[config.mk]
export PLATFORM = sky130hd
export DESIGN_NAME = llh_front_flat
export DESIGN_NICKNAME = d
export VERILOG_FILES = /design/src/design/llh_pkg.sv /design/src/design/llh_if.sv /design/src/design/llh_front.sv /design/src/flat_wrapper.sv
export SDC_FILE = /design/constraint.sdc
export NUM_CORES = 1
export LEC_CHECK = 0
export BUFFER_PORTS_ARGS = -buffer_cell sky130_fd_sc_hd__buf_2
export CAP_MARGIN = 20
export CORE_MARGIN = 2
export CORE_UTILIZATION = 30
export CTS_CLUSTER_DIAMETER = 100
export DETAILED_ROUTE_END_ITERATION = 10
export SYNTH_ARGS = -nofsm -noshare
export SYNTH_HDL_FRONTEND = slang
export SYNTH_SLANG_ARGS = --single-unit
[constraint.sdc]
create_clock -name clk -period 7.5 [get_ports clk]
set_input_delay 0.75 -clock clk [delete_from_list [all_inputs] [get_ports clk]]
set_output_delay 0.75 -clock clk [all_outputs]
set_load 0.005 [all_outputs]
[src/design/llh_pkg.sv]
package llh_pkg;

    localparam int BINS_DEFAULT = 1024;
    localparam int IN_CNT_W   = 32;
    localparam int CUM_CNT_W  = 48;
    localparam int TOT_W      = 48;
    localparam int VAL_W      = 16;
    localparam int SCALE_W    = 24;
    localparam int PCT_W      = 14;
    localparam int BIN_OUT_W  = 10;
    localparam int ACT_W      = 2;
    localparam logic [PCT_W-1:0] PCT_FULL = 14'd10000;
    localparam logic [SCALE_W-1:0] SCALE_RESET = 24'd2523136;
    localparam logic [47:0] MASK48 = 48'hFFFF_FFFF_FFFF;

    typedef enum logic [ACT_W-1:0] {
        ACT_UPDATE     = 2'd0,
        ACT_INTERVAL   = 2'd1,
        ACT_CUMULATIVE = 2'd2,
        ACT_CHECKPOINT = 2'd3
    } action_t;

    typedef enum logic [0:0] {
        REG_LOG_MIN   = 1'b0,
        REG_BIN_SCALE = 1'b1
    } reg_index_t;

    // front-to-back queue entry
    typedef struct packed {
        action_t           action;
        logic [VAL_W:0]    diff;
        logic [PCT_W-1:0]  pct;
    } cmd_t;

    typedef enum logic [3:0] {
        ST_IDLE,
        ST_UPD_RD,
        ST_UPD_WR,
        ST_TGT_MUL,
        ST_SCAN_RD,
        ST_SCAN_ACC,
        ST_SCAN_WR,
        ST_CLR,
        ST_DONE
    } state_t;

endpackage

[src/design/llh_if.sv]
interface llh_in_if;
    import llh_pkg::*;
    logic              valid;
    logic              ready;
    logic [ACT_W-1:0]  action;
    logic signed [VAL_W-1:0] log_value;
    logic [PCT_W-1:0]  percentile_hundredths;
    modport source (output valid, action, log_value, percentile_hundredths, input ready);
    modport sink   (input valid, action, log_value, percentile_hundredths, output ready);
endinterface


[src/design/llh_front.sv]
module llh_front (
    input  logic clk,
    input  logic rst_n,
    llh_in_if.sink in_ch,
    input  logic signed [llh_pkg::VAL_W-1:0] log_min,
    output logic q_valid,
    input  logic q_ready,
    output llh_pkg::cmd_t q_cmd
);
    import llh_pkg::*;

    // two-entry queue
    cmd_t       mem_reg [2];
    logic       wp_reg, rp_reg;
    logic [1:0] cnt_reg;
    logic       push, pop;
    cmd_t       cmd_in;

    always_comb
    begin
        cmd_in        = '0;
        cmd_in.action = action_t'(in_ch.action);
        cmd_in.diff   = {in_ch.log_value[VAL_W-1], in_ch.log_value}
                      - {log_min[VAL_W-1], log_min};
        cmd_in.pct    = (in_ch.percentile_hundredths > PCT_FULL)
                      ? PCT_FULL : in_ch.percentile_hundredths;
    end

    assign in_ch.ready = (cnt_reg != 2'd2);
    assign push    = in_ch.valid && in_ch.ready;
    assign q_valid = (cnt_reg != 2'd0);
    assign pop     = q_valid && q_ready;
    assign q_cmd   = mem_reg[rp_reg];

    always_ff @(posedge clk)
    begin
        if (push)
            mem_reg[wp_reg] <= cmd_in;
    end

    always_ff @(posedge clk or negedge rst_n)
    begin
        if (!rst_n)
        begin
            wp_reg  <= 1'b0;
            rp_reg  <= 1'b0;
            cnt_reg <= 2'd0;
        end
        else
        begin
            if (push) wp_reg <= ~wp_reg;
            if (pop)  rp_reg <= ~rp_reg;
            cnt_reg <= cnt_reg + {1'b0, push} - {1'b0, pop};
        end
    end

    a_cnt_bound: assert property (@(posedge clk) disable iff (!rst_n) cnt_reg <= 2'd2)
        else $error("queue count overflow");
    a_no_push_full: assert property (@(posedge clk) disable iff (!rst_n)
        (cnt_reg == 2'd2) |-> !push) else $error("push into full queue");
    a_cnt_track: assert property (@(posedge clk) disable iff (!rst_n)
        (push && !pop) |=> cnt_reg == $past(cnt_reg) + 2'd1) else $error("count slip");
endmodule

[src/flat_wrapper.sv]
// flat-port wrapper written by rule: the top's interface ports become plain ports
module llh_front_flat import llh_pkg::*;
  (clk, rst_n, log_min, q_valid, q_ready, q_cmd, in_ch_valid, in_ch_action, in_ch_log_value, in_ch_percentile_hundredths, in_ch_ready);
  llh_in_if in_ch_i ();
  input  logic clk;
  input  logic rst_n;
  input  logic signed [llh_pkg::VAL_W-1:0] log_min;
  output logic q_valid;
  input  logic q_ready;
  output llh_pkg::cmd_t q_cmd;
  input wire logic [$bits(in_ch_i.valid)-1:0] in_ch_valid;
  input wire logic [$bits(in_ch_i.action)-1:0] in_ch_action;
  input wire logic [$bits(in_ch_i.log_value)-1:0] in_ch_log_value;
  input wire logic [$bits(in_ch_i.percentile_hundredths)-1:0] in_ch_percentile_hundredths;
  output wire logic [$bits(in_ch_i.ready)-1:0] in_ch_ready;
  assign in_ch_i.valid = in_ch_valid;
  assign in_ch_i.action = in_ch_action;
  assign in_ch_i.log_value = in_ch_log_value;
  assign in_ch_i.percentile_hundredths = in_ch_percentile_hundredths;
  assign in_ch_ready = in_ch_i.ready;
  llh_front u_core (.clk(clk), .rst_n(rst_n), .in_ch(in_ch_i), .log_min(log_min), .q_valid(q_valid), .q_ready(q_ready), .q_cmd(q_cmd));
endmodule
==> run metrics, run 1 <==
status=completed; Netlist cell types=46; cell total after placement=505; routability cong.=0.808; Clock Latency Late Sink=0.32 ns; top cells by area, synth=edfxtp_1 (55%), mux2_2 (10%), ha_1 (6.2%), dfrtp_1 (2.8%), inv_1 (2.6%); routed length per placed instance=14.0 um; Post-synth EDFFs=66; CP startpoint=in_ch_log_value[0]; R2R cell count=7; Final Non-Filler Cells=521; Period minus WS final=2.46 ns; Fin Setup TNS=0 ns; placed cell areas=4210 um2; largest net degree at the start of global routing=35; clk buf depth=2; Post-CTS Resized=0; initial DRC count=137; Final period util=32.8%; most common cell in the netlist=edfxtp_1; top cell type by total area after synthesis=edfxtp_1; CTS tree=done; # port buffers=86; post-synth top area share=55.0%; maxcap violations=0; FP Rows=40; H-Tree Depth=3; skew final=0.00263 ns; die width=114 um; First-pass DRT Iterations=4; maximum vdd drop=0.000107 V; endpoints failing setup=0; critical path class=primary input to flip-flop; Setup Buffers After CTS=0; reg2reg end=u_core.cnt_reg[1]; CP arrival=2.52 ns; leakage power=1.83 nW; CP Cell Sequence=buf_2 > inv_1 > ha_1 > fa_1 > nor2b_1 > o2111ai_2 > a21boi_1 > mux2i_1 > nand2_1; share of post-route cells with drive strength above 1=38.2%; first-pass GRT wire length=11,700 um; max reg flops=66; gr usage total=11.7%; DRC viols=0; Post-synth top cells=edfxtp_1 (66), mux2_2 (33), inv_1 (25), ha_1 (18), nor2_1 (13); Clk pin slew, worst setup/hold paths=0.05 ns; initial core utilization=30.4%; clock tree root driver cell=clkbuf_16; core area=11,900 um2; TritonCTS Buffers=9; ys async rst share=5.71%; Yosys reg bits=70; RSZ-0062 raised after global routing=false; Slew headroom=32.6%; actual slew at the worst max-slew pin=1.00 ns; initial antenna violation count=0; GR Overflow Total=0; Max Freq=407 MHz; crit path max-delay cell type=fa_1; vias per cell=4.61; vias=2,401; Synth Flop Type=edfxtp_1; pwr/cell area=311 nW/um2; CP Max Fanout=3; R2R Path Start=u_core.cnt_reg[1]; worst min path class=primary input to asynchronous set/reset pin; Reg2Reg Setup Slack=5.74 ns; I/O pin count=87; Fillers=1,170; Layout area overhead=24.5%; final core utilization=37.8%; hold buffer count at CTS=0; CP peak stage delay=0.40 ns; Final Cell Area=4490 um2; Layout Nets=441; chip height=114 um; dpl hpwl=5170 um; Worst Path Required=7.56 ns; vias in the first global route=2,454; Syn. warnings=0; critical path capture point type=flip-flop; die area=12,900 um2; Final Hold Fails=0; Seq/Total Area, Yosys=57.8%; Routed Antenna Nets=0; Syn Nets=349; max-slew violation count=0; CP Launch Type=primary input; synthesized area=3600 um2; CTS sink cnt=70; Mapped Cells=278; average cell area after synthesis=13.0 um2; Inserted Diodes=0; final wirelength=7310 um
## report_power, final
group	internal [mW]	total [mW]	switching (mW)
clock	0.219	0.364	0.145
combinational	0.220	0.457	0.237
sequential	0.552	0.576	0.0240
## final cells by class
class,instances,area [um2],area share [%]
sequential,70,2080,46.4
multi-input combinational,175,1410,31.3
timing repair buffer,89,465,10.4
clock buffer,10,229,5.10
tap,147,184,4.10
inverter,25,93.8,2.09
clock inverter,5,27.5,0.613
## per-stage QoR
stage / hold WS (ns) / total power [mW] / worst slack [ns]
2_1_floorplan: 0.454 / 0.865 / 4.84
3_3_place_gp: 0.473 / 1.03 / 4.76
3_5_place_dp: 0.505 / 1.05 / 4.71
4_1_cts: 0.211 / 1.42 / 5.05
5_1_grt: 0.208 / 1.49 / 4.89
6_report: 0.224 / 1.40 / 5.04
## how the worst max path moves through the flow
stage	to	slack (ns)
3_3_place_gp	u_core.mem_reg[0][22]	4.76
6_report	u_core.mem_reg[1][22]	5.04
3_5_place_dp	u_core.mem_reg[1][22]	4.71
2_1_floorplan	u_core.mem_reg[0][0]	4.84
4_1_cts	u_core.mem_reg[1][22]	5.05
5_1_grt	u_core.mem_reg[1][22]	4.89
## critical path, delay by kind of cell
| family | cells | cell delay (ns) |
|---|---|---|
| AOI/OAI and AO/OA | 2 | 0.52 |
| adders and majority gates | 2 | 0.61 |
| buffers and inverters | 2 | 0.10 |
| muxes | 1 | 0.24 |
| and+or+nand+nor | 2 | 0.31 |
## per-layer routing
layer	GRT usage [%]	part of all wire, %
met2	18.9	47
met4	5.04	1.7
met1	14.7	46
met5	0	0
met3	3.61	5.4
## cells in the final DEF, fill, tap and decap left out, types with 4 or more instances in the layout
| cell type | count |
|---|---|
| xnor2_1 | 9 |
| a211oi_1 | 4 |
| o21ai_0 | 4 |
| edfxtp_1 | 66 |
| nand2b_1 | 6 |
| nor2_1 | 12 |
| a21oi_1 | 9 |
| clkinv_2 | 4 |
| inv_1 | 25 |
| nand3_1 | 6 |
| ha_1 | 18 |
| mux2_2 | 33 |
| buf_2 | 86 |
| dfrtp_1 | 4 |
| and2_1 | 9 |
| nor2b_1 | 6 |
| nand2_1 | 12 |
| clkbuf_16 | 9 |
| nor3_1 | 5 |
## logic make-up after synthesis
group | Yosys count | synth area share [%]
simple gates | 67 | 9.75
fa+ha+maj | 19 | 6.80
mux | 36 | 11.1
buf+inv | 33 | 3.47
flops | 70 | 57.8
compound gates | 41 | 8.16
xor+xnor | 12 | 2.92
Note: power is estimated with default switching activity, not from simulation.
==> run 2: changes to the inputs <==
==> constraint.sdc (replaced) <==
create_clock -name clk -period 2.55 [get_ports clk]
set_input_delay 0.255 -clock clk [delete_from_list [all_inputs] [get_ports clk]]
set_output_delay 0.255 -clock clk [all_outputs]
set_load 0.005 [all_outputs]
==> run 2 against run 1 <==
Net effect:
- core utilization grew 0.14 points
- highest routed layer unchanged
- sequential share of layout area shrank 0.17 points
- combinational power grew to 2.9 times the previous value
- wire length shrank 2.4%
- sequential power grew to 2.9 times the previous value
- hold slack lost 0.11 ns
- critical path depth is the same
- clock-buffer cell count shrank 1
- critical endpoint unchanged
==> run metrics, run 2 (synthesis results as in run 1) <==
CP Max Fanout=3; final core utilization=38.0%; chip height=114 um; clock tree root driver cell=clkbuf_16; worst min path class=primary input to flip-flop; I/O pin count=87; crit path max-delay cell type=fa_1; status=completed; Setup Buffers After CTS=0; most common cell after layout, fill and taps aside=buf_2; Inserted Diodes=0; die area=12,900 um2; Layout area overhead=24.9%; commonest non-fill, non-tap cells in the layout=buf_2 (86), edfxtp_1 (66), mux2_2 (33); Clk pin slew, worst setup/hold paths=0.05 ns; FP Rows=40; core area=11,900 um2; Final period util=76.5%; critical path class=primary input to flip-flop; HP Start=in_ch_action[1]; CP arrival=2.02 ns; Worst Path Required=2.62 ns; CTS sink cnt=70; vias=2,391; clk buf depth=2; Fin Hold WS=0.119 ns; Slew headroom=67.8%; First-pass DRT Iterations=4; maximum vdd drop=0.000289 V; first-pass GRT wire length=11,300 um; Fin Setup TNS=0 ns; Layout Nets=443; die width=114 um; R2R Path Start=u_core.cnt_reg[1]; TritonCTS Buffers=9; R2R cell count=7; share of post-route cells with drive strength above 1=38.0%; DRC viols=0; placed cell areas=4240 um2; Post-CTS Resized=0; GR Overflow Total=0; Routed Antenna Nets=0; CP Launch Type=primary input; RSZ-0062 raised after global routing=false; final wirelength=7140 um; initial DRC count=114; gr usage total=11.3%; max-slew violation count=0; cell total after placement=507; H-Tree Depth=3; Max Freq=513 MHz; Clock Latency Late Sink=0.33 ns; vias per cell=4.57; skew final=0.00401 ns; Period minus WS final=1.95 ns; CP peak stage delay=0.40 ns; largest net degree at the start of global routing=35; leakage power=1.84 nW; Reg2Reg Setup Slack=0.81 ns; routed length per placed instance=13.6 um; # port buffers=86; pwr/cell area=910 nW/um2; Final Hold Fails=0; maxcap violations=0; Final Non-Filler Cells=523; dpl hpwl=5110 um; initial core utilization=30.4%; routability cong.=0.805; hold buffer count at CTS=1; CP Cell Sequence=buf_2 > inv_1 > ha_1 > fa_1 > nor2b_1 > o2111ai_2 > a21boi_1 > mux2i_1 > nand2_1; critical path capture point type=flip-flop; Hold Path End=u_core.mem_reg[1][32]; Final Cell Area=4500 um2; initial antenna violation count=0; endpoints failing setup=0; vias in the first global route=2,454; max reg flops=66; CTS tree=done; reg2reg end=u_core.cnt_reg[1]; Worst path top cell family by delay=adder cells; Critical path buffers and inverters=2; Hold Crit Depth=1; actual slew at the worst max-slew pin=0.482 ns
==> run 2: cell count changes in the layout (fill, tap and decap cells not counted), sizes merged <==
cell / change
dlygate4sd3: +1
clkbuf: -1
buf: +1
clkinv: +1
==> run 2: how the worst max path moves through the flow <==
stage	start	to	slack, ns	cells after the start
finish	in_ch_log_value[0]	u_core.mem_reg[1][22]	0.60	9
detailed placement	in_ch_log_value[0]	u_core.mem_reg[1][22]	0.24	9
global placement	in_ch_log_value[0]	u_core.mem_reg[0][22]	0.30	9
CTS	in_ch_log_value[0]	u_core.mem_reg[1][22]	0.58	9
global route	in_ch_log_value[0]	u_core.mem_reg[1][22]	0.48	9
floorplan	u_core.cnt_reg[1]	u_core.mem_reg[0][0]	0.13	3
==> run 2: where the power goes <==
| group | internal, mW | total [mW] | switching, mW |
|---|---|---|---|
| Sequential | 1.62 | 1.69 | 0.0675 |
| Clock | 0.638 | 1.07 | 0.431 |
| Combinational | 0.649 | 1.34 | 0.690 |
==> run 2: layout make-up <==
cell class / instances / area (um2)
Clock buffer: 9 / 225
Timing Repair Buffer: 91 / 483
Fill cell: 1185 / 7360
Tap cell: 147 / 184
Inverter: 25 / 93.8
Multi-Input combinational cell: 175 / 1410
Sequential cell: 70 / 2080
Clock inverter: 6 / 30.0
==> run 2: routing by layer <==
layer / global-route usage (%) / part of all wire [%] / vias to the layer above
met3: 2.55 / 5.4 / 11
li1: - / - / 1209
met1: 13.7 / 46 / 1104
met5: 0 / 0 / -
met2: 18.6 / 46 / 67
met4: 6.34 / 2.2 / 0
==> run 2: through the flow <==
step | total power, mW | worst slack (ns)
after global routing | 4.34 | 0.479
final | 4.10 | 0.599
after CTS | 4.17 | 0.585
after detailed placement | 3.08 | 0.241
after floorplan | 2.54 | 0.133
after global placement | 3.06 | 0.304
